File: src/sv/bpc_pkg.sv
// ----------------------------------------------------------------------------
// bpc_pkg: shared types and constants for barometric compensation
// Field widths, pipeline stage counts, register indexes, calibration struct.
// ----------------------------------------------------------------------------
`default_nettype none

package bpc_pkg;

  localparam int RAW_W         = 24;
  localparam int TEMP_W        = 24;
  localparam int PRESS_W       = 26;
  localparam int CFG_W         = 48;
  localparam int LIMB_W        = 24;
  localparam int TEMP_STAGES   = 4;
  localparam int PRESS_STAGES  = 11;
  localparam int TEMP_MAX      = 8388607;
  localparam int TEMP_MIN      = -8388608;
  localparam int PRESS_MAX     = 67108863;

  typedef enum logic [1:0] {
    CFG_TEMP_CALIB,
    CFG_PRESS_LOW,
    CFG_PRESS_MID,
    CFG_PRESS_HIGH
  } cfg_reg_t;

  // decoded coefficients; signed ones are read through $signed()
  typedef struct packed {
    logic [15:0] t1;   // unsigned
    logic [16:0] t2;   // zero-extended u16
    logic [7:0]  t3;
    logic [16:0] p1;   // s16 minus 2^14
    logic [16:0] p2;   // s16 minus 2^14
    logic [7:0]  p3;
    logic [7:0]  p4;
    logic [16:0] p5;   // zero-extended u16
    logic [16:0] p6;   // zero-extended u16
    logic [7:0]  p7;
    logic [7:0]  p8;
    logic [15:0] p9;
    logic [7:0]  p10;
    logic [7:0]  p11;
  } calib_t;

endpackage

`default_nettype wire

File: src/sv/bpc_temp.sv
// ----------------------------------------------------------------------------
// bpc_temp: temperature quadratic, rounding and saturation
// Four stages: offset, products, T3 product, sum/round/clamp.
// ----------------------------------------------------------------------------
`default_nettype none

module bpc_temp
  import bpc_pkg::*;
#(
  parameter int TEMP_FRAC_BITS = 16
) (
  input  wire logic                     clk,
  input  wire logic [TEMP_STAGES-1:0]   en,
  input  wire calib_t                   calib,
  input  wire logic [RAW_W-1:0]         raw_pressure,
  input  wire logic [RAW_W-1:0]         raw_temperature,
  output logic [RAW_W-1:0]              r_out,
  output logic signed [TEMP_W-1:0]      t_out,
  output logic                          t_clip
);

  localparam int ST  = 48 - TEMP_FRAC_BITS;
  localparam int TQW = 64 - ST;
  localparam logic signed [63:0]    T_RND  = 64'sd1 <<< (ST - 1);
  localparam logic signed [TQW-1:0] TQ_MAX = TQW'(TEMP_MAX);
  localparam logic signed [TQW-1:0] TQ_MIN = TQW'(TEMP_MIN);

  logic [RAW_W-1:0]        r1, r2, r3;
  logic signed [24:0]      d1;
  logic signed [41:0]      m_a, a3;
  logic signed [49:0]      m_b;
  logic signed [57:0]      m3;
  logic signed [63:0]      n;
  logic signed [TQW-1:0]   tq;

  always_ff @(posedge clk) begin
    if (en[0]) begin
      r1 <= raw_pressure;
      d1 <= $signed({1'b0, raw_temperature}) - $signed({1'b0, calib.t1, 8'b0});
    end
    if (en[1]) begin
      r2  <= r1;
      m_a <= 42'(d1 * $signed(calib.t2));
      m_b <= 50'(d1 * d1);
    end
    if (en[2]) begin
      r3 <= r2;
      a3 <= m_a;
      m3 <= 58'(m_b * $signed(calib.t3));
    end
  end

  // numerator at scale 2^-48, rounded half up
  always_comb begin
    n  = (64'(a3) <<< 18) + 64'(m3) + T_RND;
    tq = TQW'(n >>> ST);
  end

  always_ff @(posedge clk) begin
    if (en[3]) begin
      r_out <= r3;
      if (tq > TQ_MAX) begin
        t_out  <= TEMP_W'(TQ_MAX);
        t_clip <= 1'b1;
      end else if (tq < TQ_MIN) begin
        t_out  <= TEMP_W'(TQ_MIN);
        t_clip <= 1'b1;
      end else begin
        t_out  <= tq[TEMP_W-1:0];
        t_clip <= 1'b0;
      end
    end
  end

endmodule

`default_nettype wire

File: config.mk
export PLATFORM = sky130hd
export DESIGN_NAME = bpc_temp
export DESIGN_NICKNAME = d
export VERILOG_FILES = /design/src/sv/bpc_pkg.sv /design/src/sv/bpc_temp.sv
export SDC_FILE = /design/constraint.sdc
export NUM_CORES = 2
export LEC_CHECK = 0
export BUFFER_PORTS_ARGS = -buffer_cell sky130_fd_sc_hd__buf_4
export CAP_MARGIN = 25
export CORE_ASPECT_RATIO = 0.8
export CORE_UTILIZATION = 58
export DETAILED_ROUTE_END_ITERATION = 10
export GPL_ROUTABILITY_DRIVEN = 0
export PLACE_DENSITY = 0.82
export SLEW_MARGIN = 20
export SYNTH_ARGS = -nofsm -noshare
export SYNTH_HDL_FRONTEND = slang
export SYNTH_SLANG_ARGS = --single-unit
File: constraint.sdc
create_clock -name clk -period 8.6 [get_ports clk]
set_clock_uncertainty 0.1 [all_clocks]
set_input_delay 1.29 -clock clk [delete_from_list [all_inputs] [get_ports clk]]
set_output_delay 1.29 -clock clk [all_outputs]
set_load 0.1 [all_outputs]
Word-level counts from Yosys, hierarchy flattened

Cells that the tools add are included.

Add/subtract/negate cells: 3
Multiplexer cells: 2
Multipliers: 3
$lt $le $gt $ge: 2

Operators by type and width:

| kind                   | number |
|---|---|
| $add 61x33->62 const B | 1 |
| $add 60x58->61         | 1 |
| $mul 50x8->58          | 1 |
| $mul 25x25->50         | 1 |
| $mul 25x17->42         | 1 |
| $gt 30x24->1 const B   | 1 |
| $lt 30x24->1 const B   | 1 |
| $sub 24x24->25         | 1 |
| $mux 24                | 1 |
| $mux 1                 | 1 |

Input port bits: 226
Output and inout port bits: 49
Logic and storage cells: 21
Register bits after elaboration: 338

Logic depth before layout (Yosys ltp)

Word-level depth: 4
Mapped depth: 30
Depth with buffers taken out: 28

Worst setup path after synthesis

OpenSTA, ideal clock, no wires.

Path kind: reg-to-reg
Start point: reg d1[18]
End point: reg m_b[49], data pin
Arrival time: 7.312 ns
Cell stages (with the launch flop): 28
Path slack: 0.928 ns
Library setup time: 0.260 ns
Clock period less this slack: 7.672 ns
Cell sequence: edfxtp_1 clkbuf_1 clkbuf_1 nand2_1 fa_1 inv_1 fa_1 inv_1 fa_1 fa_1 inv_1 fa_1 fa_1 inv_1 fa_1 inv_1 ha_1 and3_1 and2_1 a221oi_1 nor2b_1 a21oi_1 o21ai_1 o21ai_1 or4b_2 o2111ai_1 a21oi_1 xnor2_1

Cells in the longest elaborated chain, start to end: 1

RTL lines:

| what                   | line           | source |
|---|---|---|
| from (decl)            | bpc_temp.sv:29 | `logic signed [24:0] d1;` |
| from (signal assigned) | bpc_temp.sv:39 | `d1 <= $signed({1'b0, raw_temperature}) - $signed({1'b0, calib.t1, 8'b0});` |
| $mul 25x25->50         | bpc_temp.sv:44 | `m_b <= 50'(d1 * d1);` |
| to (signal assigned)   | bpc_temp.sv:44 |  |
| to (decl)              | bpc_temp.sv:31 | `logic signed [49:0] m_b;` |

Every way passes these cells.
A chain may end at the register's enable or synchronous reset.

Final worst setup path

Start point: reg d1[16]
End point: reg m_b[49], data pin

The elaborated chain is that of the path after synthesis.

==> results.py <==
metrics = {
    "cells_and_area": {
        "drive_above_1_share_pct": 5.20,
        "synthToLayoutAreaGrowth_pct": 6.63,
        "finalNetCount": 8051,
        "fillers": 7778,
    },
    "grt": {
        "grt_overflow_total": 0,
        "grt.total_usage_pct": 27.8,
        "grt_first_pass_wirelength_um": 232000,
        "antenna_found_initial": 3,
        "grt_pass1_vias": 44800,
        "grt_max_degree": 70,
    },
    "setup_path": {
        "r2r-start": "d1[16]",
        "r2r_slack_ns": 0.31,
        "critical_path.endpoint": "m_b[49]",
        "critPathLaunch": "d1[16]",
        "start_kind": "flop",
        "crit_type": "flop to flop",
        "rr_worst_depth": 25,
        "slowest_stage": "edfxtp_1",
        "critPathArrivalTime_ns": 8.52,
        "cpPeakStageDelay_ns": 0.72,
        "crit_top_cell": "fa_1",
        "cp.required_ns": 8.83,
        "r2r-end": "m_b[49]",
        "cp-end-kind": "flop",
        "worstPathMaxFanout": 30,
    },
    "logic_synthesis": {
        "postSynth.asyncResetShare_pct": 0,
        "ys_types": 73,
        "yosysWarningCount": 0,
        "ys_top_cells_by_count": "1542 x inv_1, 1324 x fa_1, 563 x nand2_1",
        "synth.net_count": 7969,
        "synth_area_leader_cell": "fa_1",
        "synthesis.area_sq_mm": 0.0605,
        "syn_avg_cell_area_sq_um": 10.2,
        "postSynthCellCount": 5954,
        "yosys-top-cells-area": "fa_1 44%, edfxtp_1 16%, ha_1 9.6%",
        "synth_seq_cells": 319,
        "synth_edf_count": 319,
        "ys_seq_area_share_pct": 15.8,
        "yosys_most_used_dff": "edfxtp_1",
        "yosysTopAreaCellShare_pct": 43.8,
        "synthMostInstantiatedCell": "inv_1",
    },
    "flow_run": {
        "max_cap_violations": 0,
    },
    "clock_tree": {
        "cts_buffers": 36,
        "cts_tree": "yes",
        "htree_levels": 2,
        "worstSkewPairLatency_ns": 0.59,
        "cts_buffer_depth": 3,
        "clock_sinks": 319,
        "clkSlewWorstSetupHoldPaths_ns": 0.06,
        "holdBufCountCts": 0,
        "clock-root-buffer": "clkbuf_16",
    },
    "timing": {
        "slew_headroom_pct": 32.1,
        "hold_violations": 0,
        "tightest_slew_ns": 1.02,
        "fin_tns_setup_ns": 0,
        "max_freq_mhz": 121,
        "finalCritPeriodShare_pct": 96.4,
        "maxSlewViolCount": 0,
        "setup_viol": 0,
        "final.min_clock_period_ns": 8.29,
        "rsz0062_at_grt": "false",
    },
    "hold_path": {
        "holdCritStartpoint": "m_a[25]",
        "hp-class": "flop to flop",
    },
    "drt": {
        "drt_first_pass_iters": 6,
        "wirelength_um": 141000,
        "wl_per_cell_um": 18.9,
        "vias_per_cell": 5.47,
        "drt_iter0_drc": 3384,
        "drtAntennaViolNets": 0,
        "vias": 40800,
        "drc": 0,
    },
    "place": {
        "io_buffers": 142,
        "hpwlAfterDp_um": 116000,
    },
    "floorplan": {
        "fp.dieArea_sq_mm": 0.106,
        "coreArea_sq_mm": 0.103,
        "row_count": 105,
        "chipHeight_um": 291,
        "ioPinCount": 275,
        "die_x_um": 363,
        "start_util_pct": 58.8,
    },
    "run_status": {
        "status": "complete, no violations",
    },
}
## state kept, by name, summed over array words and instances, names as in the netlist
name	count
a3	42
t_clip	1
r2	24
t_out	24
r1	24
r_out	24
m_a	42
r3	24
m3	40
d1	25
m_b	49
## critical path, delay by kind of cell (launching register included)
family,cells,cell delay [ns]
buffers and inverters,5,0.81
XOR/XNOR,1,0.14
AO/OA/AOI/OAI,9,1.49
flip-flops,1,0.72
adder cells (fa/ha/maj),8,3.88
AND/OR/NAND/NOR,2,0.85
## layer usage
layer / GRT usage, % / wire [um]
met2: 44.4 / 65600
met5: 0 / 61
met1: 38.3 / 56300
met3: 5.75 / 13900
met4: 8.72 / 4810
## stage by stage
stage | instance area (sq um) | util [%] | hold WS, ns | worst slack [ns] | std cells
after global routing | 64500 | 62.7 | 0.321 | 0.0333 | 7452
after detailed placement | 63200 | 61.5 | 0.305 | 0.278 | 7380
after global placement | 63200 | 61.5 | 0.300 | 0.456 | 7380
final | 64500 | 62.7 | 0.306 | 0.308 | 7453
after floorplan | 60500 | - | 0.300 | 0.928 | 5954
after CTS | 64400 | 62.6 | 0.297 | 0.291 | 7443
## layout make-up
type / count / area (sq um) / share of cell area [%]
multi-input cells: 3893 / 44300 / 68.8
flip-flops and latches: 319 / 9580 / 14.9
inverters: 1544 / 5800 / 8.99
repair buffers: 242 / 1870 / 2.90
well taps: 1391 / 1740 / 2.70
clock buffers: 41 / 920 / 1.43
clock inverters: 22 / 230 / 0.357
diodes: 1 / 2.50 / 0.00388
## cell families (layout without fill, tap and decap cells)
logic type	after synthesis	in the layout	synth area share (%)
AO/OA/AOI/OAI	439	439	4.83
other	2	3	0.0124
multiplexers	4	4	0.0683
buffers and inverters	1742	1849	10.8
flip-flops	319	319	15.8
XOR/XNOR	173	173	2.51
adder cells (fa/ha/maj)	1789	1789	53.5
AND/OR/NAND/NOR	1486	1486	12.4
## worst min path at each step
stage / end / slack, ns / depth (start not counted)
after floorplan: a3[0] / 0.30 / 0
after global placement: a3[7] / 0.30 / 0
after detailed placement: a3[25] / 0.30 / 0
after CTS: a3[25] / 0.30 / 0
after global routing: a3[25] / 0.32 / 0
final: a3[25] / 0.31 / 0
## cell usage in the layout, fill, tap and decap left out, types with 23 or more instances in the layout
master,count
nand2b_1,79
nor2b_1,47
nand3_1,31
edfxtp_1,319
o21ai_0,68
nor2_1,135
xor2_1,52
nand4_1,23
xnor2_1,121
a21o_1,108
clkbuf_16,36
inv_1,1542
and2_1,541
a21oi_1,118
buf_4,238
fa_1,1324
ha_1,465
nand2_1,563
## what timing repair did
action	4_1_cts	5_1_grt
setup endpoints to repair	0	4
setup buffers	0	9
gates resized for setup	0	2
Power is not shown: default switching activity piles up to over one toggle a cycle in this logic, so the estimate is an artifact.
